===== src/rtl/sic_pkg.sv =====
// shared types, widths and the cell step function for the segment crossing block
// no dependencies
package sic_pkg;

    localparam int CW = 16;           // coordinate width
    localparam int DFW = CW + 1;      // coordinate difference width (signed)
    localparam int PW = 2 * DFW;      // product width (signed)
    localparam int DTW = PW + 1;      // determinant width (signed)
    localparam int DW = 2 * CW + 1;   // determinant magnitude width
    localparam int RW = DW + 2;       // partial remainder work width

    typedef struct packed {
        logic signed [CW-1:0] a_x;
        logic signed [CW-1:0] a_y;
        logic signed [CW-1:0] b_x;
        logic signed [CW-1:0] b_y;
        logic signed [CW-1:0] c_x;
        logic signed [CW-1:0] c_y;
        logic signed [CW-1:0] d_x;
        logic signed [CW-1:0] d_y;
    } in_t;

    typedef struct packed {
        logic                 crosses;
        logic signed [CW-1:0] cross_x;
        logic signed [CW-1:0] cross_y;
    } out_t;

    // one coordinate lane of the long division chain
    typedef struct packed {
        logic signed [CW-1:0] a0;
        logic                 neg;
        logic [CW-1:0]        m;
        logic [CW-1:0]        q;
        logic [DW-1:0]        r;
    } lane_t;

    typedef struct packed {
        logic          crosses;
        logic [DW-1:0] n;
        logic [DW-1:0] den;
        lane_t         lx;
        lane_t         ly;
    } cell_t;

    // one bit of |d|*n/den: shift remainder, add n on a set bit, reduce
    function automatic lane_t lane_step(lane_t l, logic [DW-1:0] n, logic [DW-1:0] den);
        lane_t         o;
        logic [RW-1:0] t;
        logic [RW-1:0] d1;
        logic [RW-1:0] d2;
        logic [1:0]    qi;
        o  = l;
        d1 = {2'b00, den};
        d2 = {1'b0, den, 1'b0};
        t  = {1'b0, l.r, 1'b0} + (l.m[CW-1] ? {2'b00, n} : {RW{1'b0}});
        if (t >= d2) begin
            t  = t - d2;
            qi = 2'd2;
        end else if (t >= d1) begin
            t  = t - d1;
            qi = 2'd1;
        end else begin
            qi = 2'd0;
        end
        o.r = t[DW-1:0];
        o.q = {l.q[CW-2:0], 1'b0} + {{(CW-2){1'b0}}, qi};
        o.m = {l.m[CW-2:0], 1'b0};
        return o;
    endfunction

endpackage


===== src/rtl/sic_cell.sv =====
// one cell of the division chain: one quotient bit for both lanes per cycle while not stalled
// depends on sic_pkg
module sic_cell (
    input  logic            aclk,
    input  logic            aresetn,
    input  logic            in_valid,
    output logic            in_ready,
    input  sic_pkg::cell_t  in_data,
    output logic            out_valid,
    input  logic            out_ready,
    output sic_pkg::cell_t  out_data
);

    logic           valid_reg;
    sic_pkg::cell_t data_reg;
    sic_pkg::cell_t data_next;

    assign in_ready = !valid_reg || out_ready;

    always_comb begin
        data_next    = in_data;
        data_next.lx = sic_pkg::lane_step(in_data.lx, in_data.n, in_data.den);
        data_next.ly = sic_pkg::lane_step(in_data.ly, in_data.n, in_data.den);
    end

    always_ff @(posedge aclk) begin
        if (!aresetn) begin
            valid_reg <= 1'b0;
        end else if (in_ready) begin
            valid_reg <= in_valid;
        end
    end

    always_ff @(posedge aclk) begin
        if (in_ready && in_valid) begin
            data_reg <= data_next;
        end
    end

    assign out_valid = valid_reg;
    assign out_data  = data_reg;

endmodule


===== config.mk =====
export PLATFORM = sky130hd
export DESIGN_NAME = sic_cell
export DESIGN_NICKNAME = d
export VERILOG_FILES = /design/src/rtl/sic_pkg.sv /design/src/rtl/sic_cell.sv
export SDC_FILE = /design/constraint.sdc
export NUM_CORES = 1
export LEC_CHECK = 0
export ABC_CLOCK_PERIOD_IN_PS = 8900
export BUFFER_PORTS_ARGS = -buffer_cell sky130_fd_sc_hd__buf_2
export CORE_UTILIZATION = 35
export CTS_BUF_LIST = sky130_fd_sc_hd__clkbuf_16
export CTS_CLUSTER_DIAMETER = 200
export CTS_CLUSTER_SIZE = 14
export DETAILED_ROUTE_END_ITERATION = 10
export HOLD_SLACK_MARGIN = 0.15
export PLACE_DENSITY = 0.6
export SYNTH_ARGS = -nofsm -noshare
export SYNTH_HDL_FRONTEND = slang
export SYNTH_SLANG_ARGS = --single-unit

===== constraint.sdc =====
create_clock -name aclk -period 8.9 [get_ports aclk]
set_input_delay 1.335 -clock aclk [delete_from_list [all_inputs] [get_ports aclk]]
set_output_delay 1.335 -clock aclk [all_outputs]
set_load 0.1 [all_outputs]

# Yosys cells after proc, flatten, opt, wreduce, memory -nomap -nowiden

Cells that the tools add are included.

Bits in registers: 230
Output and inout port bits: 233

Add/sub/neg operators: 8
$lt $le $gt $ge: 4
Multiplexer cells: 10
Reductions and logical operators: 3

Operator list:

| operator                                         | number |
|---|---|
| 33-bit two-way mux                               | 6 |
| 33-bit subtractor                                | 4 |
| 34-bit by 33-bit adder with 35-bit output        | 2 |
| 35-bit by 33-bit >= comparator with 1-bit output | 2 |
| 35-bit by 34-bit >= comparator with 1-bit output | 2 |
| 16-bit by 2-bit adder with 16-bit output         | 2 |
| 2-bit two-way mux                                | 2 |
| 1-bit two-way mux                                | 2 |
| 1-bit logical AND                                | 1 |
| 1-bit logical NOT                                | 1 |
| 1-bit logical OR                                 | 1 |

# Longest topological paths before layout

Gate-level depths: netlist of run 1.

Depth after elaboration: 6
Gate-level depth with buffers: 30

# Worst setup path before layout of run 1

Ideal clock, no wire load.

Path kind: input to register
Start point: in out_ready
End point: reg data_reg (netlist bit out_data[0]), enable pin
Setup time: 616 ps
Arrival time: 7,438 ps
Setup slack: 846 ps
Stages: 2
Buffers on the path: 0
Cell sequence: nand2b_1 and2_1

Word-level cells in the longest chain between the ends: 2

RTL lines:

| item                 | line           | RTL |
|---|---|---|
| start, declared      | sic_cell.sv:10 | `input logic out_ready,` |
| 1-bit logical OR     | sic_cell.sv:18 | `assign in_ready = !valid_reg \|\| out_ready;` |
| 1-bit logical AND    | sic_cell.sv:35 | `if (in_ready && in_valid) begin` |
| end signal, assigned | sic_cell.sv:36 | `data_reg <= data_next;` |
| end, declared        | sic_cell.sv:15 | `sic_pkg::cell_t data_reg;` |

No other way between the ends.
A chain may end at the register's enable or synchronous reset.

==> metrics.md, run 1 <==
| Metric | Value |
|---|---|
| Largest area contributor in the netlist | `edfxtp_1` |
| Sequential element share of the synthesized area | `36.0%` |
| Largest net degree at the start of global routing | `71` |
| Leak Pwr | `10.4 nW` |
| CTS tree | `built` |
| Count of cell types in the netlist | `80` |
| Top FF cell, synth | `edfxtp_1` |
| Initial DRC count | `1,096` |
| Critical R2R Launch | `out_valid` |
| Die height | `236 um` |
| CP max stage cell | `nor4_1` |
| Max Clock Skew | `9.54 ps` |
| R2R Setup Slk | `5980 ps` |
| Min cycle time layout | `7520 ps` |
| Residual overflow from global routing | `0` |
| Skew-Pair Late Insertion Delay | `540 ps` |
| Max_cap viols | `0` |
| Total Power | `5.46 mW` |
| Fin worst setup slack | `1380 ps` |
| RePlAce Congestion | `0.973` |
| Crit path to | `out_data[130]` |
| Max frequency | `133 MHz` |
| Resized cells post-CTS | `0` |
| Setup crit end kind | `register` |
| Nets | `2,864` |
| PortBufs | `463` |
| Layout cells sized above 1 | `21.9%` |
| Yosys warning total | `0` |
| DR vias/cell | `5.54` |
| Vias in the first global route | `16,912` |
| Inserted Clock Buffers | `20` |
| Core box area | `0.0539 mm2` |
| Power Density | `240 mW/mm2` |
| Final hold slack | `553 ps` |
| Pre-antenna DRT Iters | `5` |
| Final Max Tran Viols | `0` |
| Worst Setup Path Type | `primary input to register` |
| Post-CTS setup buffer count | `0` |
| Clk root buf | `clkbuf_16` |
| Clock Tree Buf Depth | `3` |
| Cell Area, Synth | `0.0192 mm2` |
| Total Routing Usage GR | `23.2%` |
| Die area | `0.0557 mm2` |
| Worst slack, placed | `876 ps` |
| Cells after synthesis | `1,977` |
| Max-slew headroom | `37.6%` |
| Initial Util | `35.5%` |
| Std cell rows | `85` |
| Yosys top cell area share | `35.9%` |
| DRT antenna net count | `0` |
| Routed WL | `67,000 um` |
| Post-CTS Hold Buffers | `0` |
| Reg clk slew, reported paths | `70 ps` |
| Reg2Reg Depth | `4` |
| Synthesis-to-layout area growth | `18.7%` |
| Worst vdd ir | `0.000173 V` |
| TritonCTS Sinks | `230` |
| CP peak stage delay | `570 ps` |
| Crit path launch type | `primary input` |
| Worst path required time | `9190 ps` |
| Number of cells on the worst hold path | `2` |
| Most used cell, CP | `ha_1` |
| Worst hold path class | `register to register` |
| Fill count | `5,272` |
| CP Launch Point | `in_data[146]` |
| Asr flop ratio synth | `0%` |
| RSZ-0062 raised after global routing | `no` |
| DRC | `0` |
| DP Wirelength | `55,600 um` |
| Flops & latches, synth | `230` |
| Global-route wire length before repair | `99,500 um` |
| Initial antenna violation count | `10` |
| Arrival time at the worst endpoint | `7810 ps` |
| Vias | `17,383` |
| Reg-to-reg endpoint | `out_data[177]` |
| Io pins | `468` |
| Setup Viol. Count Final | `0` |
| CP Max Fanout | `33` |
| Setup TNS | `0 ps` |
| Syn avg cell area | `9.69 um2` |
| Commonest non-fill, non-tap cell in the layout | `buf_2` |
| Most frequent cells in the layout | `buf_2 (463), edfxtp_1 (229), ha_1 (200)` |
| Hold Vio Cnt, Final | `0` |
| Die W | `236 um` |
| H-tree levels | `1` |
| Worst-Margin Slew | `935 ps` |
| Period Utilization, post-route | `84.5%` |
| Wire per inst | `21.4 um` |
| Post-synth EDFFs | `229` |
| Run status | `finished clean` |
| Ranking of synthesized cells by area | `edfxtp_1 (36%), ha_1 (13%), xnor2_1 (5.5%), a21oi_1 (4.6%), a21o_1 (4.2%)` |
## state kept, by name (all words and copies together) (netlist names)
name	flops
out_data	229
out_valid	1
## cells in the mapped netlist (all sizes together) (5+ instances only)
cell,number
and3,27
o21ai,101
nor4,7
o31ai,14
o221ai,13
clkbuf,30
or2,9
o21a,21
and4,7
nand4,26
o2111ai,7
a21oi,186
inv,81
ha,200
nand3b,5
a31oi,24
nor3,21
xor2,72
and2,78
a31o,8
nor2,105
nand2,142
o31a,5
buf,17
o211ai,12
fa,6
a21o,108
nand3,66
a211oi,25
nor2b,19
mux2i,59
edfxtp,229
nand2b,25
a21boi,7
a211o,12
o21bai,21
a22oi,8
xnor2,120
## per-layer routing
layer / GRT usage [%] / part of all wire, %
met2: 40.7 / 49
met1: 28.0 / 41
met4: 9.15 / 4.0
met5: 0 / 0.052
met3: 3.96 / 5.9
## cells by family after synthesis
group                    count (synthesis)  synth area share, %
AND/OR/NAND/NOR                        554                 14.6
flip-flops                             230                 36.0
multiplexers                            62                 3.26
XOR/XNOR                               192                 8.77
buffers and inverters                  128                 2.92
other                                    1               0.0196
adder cells (fa/ha/maj)                206                 13.7
AO/OA/AOI/OAI                          604                 20.8
## stage by stage
step	util (%)	cells	cell area [um2]
after floorplan	-	1978	19200
after global placement	41.1	3097	22200
after detailed placement	41.1	3097	22200
after CTS	42.2	3128	22700
after global routing	42.2	3134	22700
final	42.2	3135	22700
## worst min path at each step
stage / endpoint / slack [ps] / from
4_1_cts: out_valid / 550 / out_valid
3_3_place_gp: out_valid / 520 / out_valid
3_5_place_dp: out_valid / 540 / out_valid
6_report: out_valid / 550 / out_valid
2_1_floorplan: out_data[132] / 1430 / in_data[131]
5_1_grt: out_valid / 580 / out_valid
## critical path, delay by kind of cell
kind	cells	cell delay, ps
xor gates and xnor gates	2	510
adders and majority gates	5	1430
buffers and inverters	3	740
and+or+nand+nor	10	2180
AOI/OAI and AO/OA	8	1590
## power breakdown
group / internal, mW / total [mW] / switching (mW)
combinational: 0.911 / 3.20 / 2.29
clock: 0.407 / 0.810 / 0.404
sequential: 1.40 / 1.45 / 0.0478
total: 2.72 / 5.46 / 2.74
## cell type report
class	instances	area, um2	share of cell area [%]
Antenna cell	7	17.5	0.0770
Clock buffer	20	500	2.20
Clock inverter	11	58.8	0.258
Inverter	81	304	1.34
Multi-Input combinational cell	1620	11700	51.6
Sequential cell	230	6900	30.3
Tap cell	696	871	3.83
Timing Repair Buffer	470	2370	10.4
Note: power is estimated with default switching activity, not from simulation.
==> run 2, diff against run 1 <==
- ABC_CLOCK_PERIOD_IN_PS: 8900 -> 6400
- PLACE_DENSITY: 0.6 -> 0.62
- clock period: 8.9 -> 6.4 ns (I/O delays scaled with it)
==> run 2 against run 1 <==
Against the previous run: total power increased by 47%; utilization increased by 4.1 points; global-route usage increased by 0.98 points; cell count increased by 8.8%; setup slack got worse by 1100 ps; sequential share of layout area decreased by 2.7 points; clock skew increased by 11 ps; non-clock buffer count increased by 279; register-to-register slack got worse by 1700 ps; wire length increased by 2.9%; sequential power increased by 39%.
==> metrics.md, run 2 (synthesized netlist as in run 1, its figures left out) <==
| Metric | Value |
|---|---|
| Max Clock Skew | `20.6 ps` |
| Register area | `0.00690 mm2` |
| Max-slew headroom | `40.2%` |
| Initial DRC count | `1,088` |
| R2R Setup Slk | `4240 ps` |
| Comb pwr share | `60.9%` |
| Net switching power | `3.93 mW` |
| Vias in the first global route | `18,504` |
| DRC | `0` |
| Fill count | `5,172` |
| Crit path launch type | `primary input` |
| Max reg flops | `229` |
| TritonCTS Sinks | `230` |
| Setup TNS | `0 ps` |
| Worst vdd ir | `0.000254 V` |
| Std cell rows | `85` |
| Hold Vio Cnt, Final | `0` |
| Post-CTS Hold Buffers | `0` |
| Most used cell, CP | `ha_1` |
| Die area | `0.0557 mm2` |
| Core box area | `0.0539 mm2` |
| Arrival time at the worst endpoint | `6370 ps` |
| Clock Power Share | `14.1%` |
| Max frequency | `164 MHz` |
| Routed WL | `69,000 um` |
| Hold path start | `out_valid` |
| Worst hold path class | `register to register` |
| Die W | `236 um` |
| Largest net degree at the start of global routing | `129` |
| Power Density | `323 mW/mm2` |
| Leak Pwr | `11.8 nW` |
| Initial antenna violation count | `6` |
| CTS tree | `built` |
| Total Routing Usage GR | `24.1%` |
| Die height | `236 um` |
| Period Utilization, post-route | `95.2%` |
| CP Max Fanout | `12` |
| Pre-antenna DRT Iters | `5` |
| Reg2Reg Depth | `3` |
| Flop pwr share | `25.0%` |
| Nets | `3,143` |
| Most frequent cells in the layout | `buf_2 (463), buf_4 (280), edfxtp_1 (229)` |
| Initial Util | `35.5%` |
| Min cycle time layout | `6090 ps` |
| Worst-Margin Slew | `897 ps` |
| Synthesis-to-layout area growth | `30.1%` |
| Total Power | `8.05 mW` |
| Run status | `finished clean` |
| Sw Ratio | `48.8%` |
| Post-CTS setup buffer count | `0` |
| Setup Viol. Count Final | `0` |
| Inserted Clock Buffers | `20` |
| CP peak stage delay | `400 ps` |
| Worst Setup Path Type | `primary input to register` |
| Max_cap viols | `0` |
| DP Wirelength | `58,000 um` |
| Io pins | `468` |
| Residual overflow from global routing | `0` |
| Critical R2R Launch | `out_valid` |
| Finished Layout Cells | `3,412` |
| Footprint of the multi-input gates | `0.0118 mm2` |
| PortBufs | `463` |
| WHS Endpoint | `out_valid` |
| DP Cell Count | `3,376` |
| Resized cells post-CTS | `0` |
| Vias | `18,370` |
| DRT antenna net count | `0` |
| Worst path required time | `6680 ps` |
| DR vias/cell | `5.38` |
| Wire per inst | `20.2 um` |
| Global-route wire length before repair | `104,000 um` |
| Internal | `4.12 mW` |
| Clk root buf | `clkbuf_16` |
| Commonest non-fill, non-tap cell in the layout | `buf_2` |
| Setup crit end kind | `register` |
| CP max stage cell | `a2111oi_1` |
| Number of cells on the worst hold path | `2` |
| Final Max Tran Viols | `0` |
| H-tree levels | `1` |
| Reg-to-reg endpoint | `out_data[96]` |
| Clock Tree Buf Depth | `3` |
| Reg clk slew, reported paths | `70 ps` |
| RePlAce Congestion | `1.01` |
| Layout cells sized above 1 | `30.1%` |
| Skew-Pair Late Insertion Delay | `550 ps` |
## run 2: cell count changes in the layout (fill, tap and decap cells not counted), sizes merged
cell | previous run | this run
buf | 470 | 749
diode | 7 | 5
## run 2: how the worst max path moves through the flow
| stage | start | to | slack [ps] | cells after the start |
|---|---|---|---|---|
| finish | in_data[146] | out_data[126] | 310 | 28 |
| global route | in_data[146] | out_data[126] | -5 | 28 |
| CTS | in_data[146] | out_data[96] | 370 | 25 |
| detailed placement | in_data[146] | out_data[96] | -190 | 25 |
| global placement | in_data[146] | out_data[126] | -190 | 28 |
| floorplan | in_data[64] | out_data[48] | 120 | 27 |
## run 2: critical path, delay by kind of cell
kind	cells	cell delay, ps
buf+inv	5	770
simple gates	9	1300
xor+xnor	1	130
fa+ha+maj	4	920
compound gates	9	2280
## run 2: layout make-up
class | instances | share of cell area (%)
multi-input combinational | 1620 | 47.2
sequential | 230 | 27.7
timing repair buffer | 749 | 18.2
tap | 696 | 3.49
clock buffer | 20 | 2.01
inverter | 81 | 1.22
clock inverter | 11 | 0.236
antenna | 5 | 0.0502
## run 2: power by group through the flow
stage / clock network, mW / logic (mW) / registers, mW
finish: 1.14 / 4.90 / 2.01
global route: 1.22 / 5.24 / 2.03
CTS: 1.18 / 4.87 / 2.02
detailed placement: 0 / 4.85 / 2.05
global placement: 0 / 4.81 / 2.04
floorplan: 0 / 2.13 / 3.42
## run 2: metrics by stage
stage	hold slack (ps)	instance area [um2]	util [%]	setup slack, ps
6_report	544	24900	46.2	309
5_1_grt	570	24900	46.2	-5.18
4_1_cts	543	24900	46.2	372
3_5_place_dp	531	24300	45.1	-189
3_3_place_gp	510	24300	45.1	-190
2_1_floorplan	1060	19200	-	118
## run 2: per-layer routing
metal | track usage [%] | share of wire (%) | vias up
li1 | - | - | 8869
met1 | 28.8 | 41 | 8720
met2 | 42.8 | 49 | 678
met3 | 3.37 | 5.9 | 103
met4 | 11.0 | 4.7 | 0
met5 | 0 | 0 | -
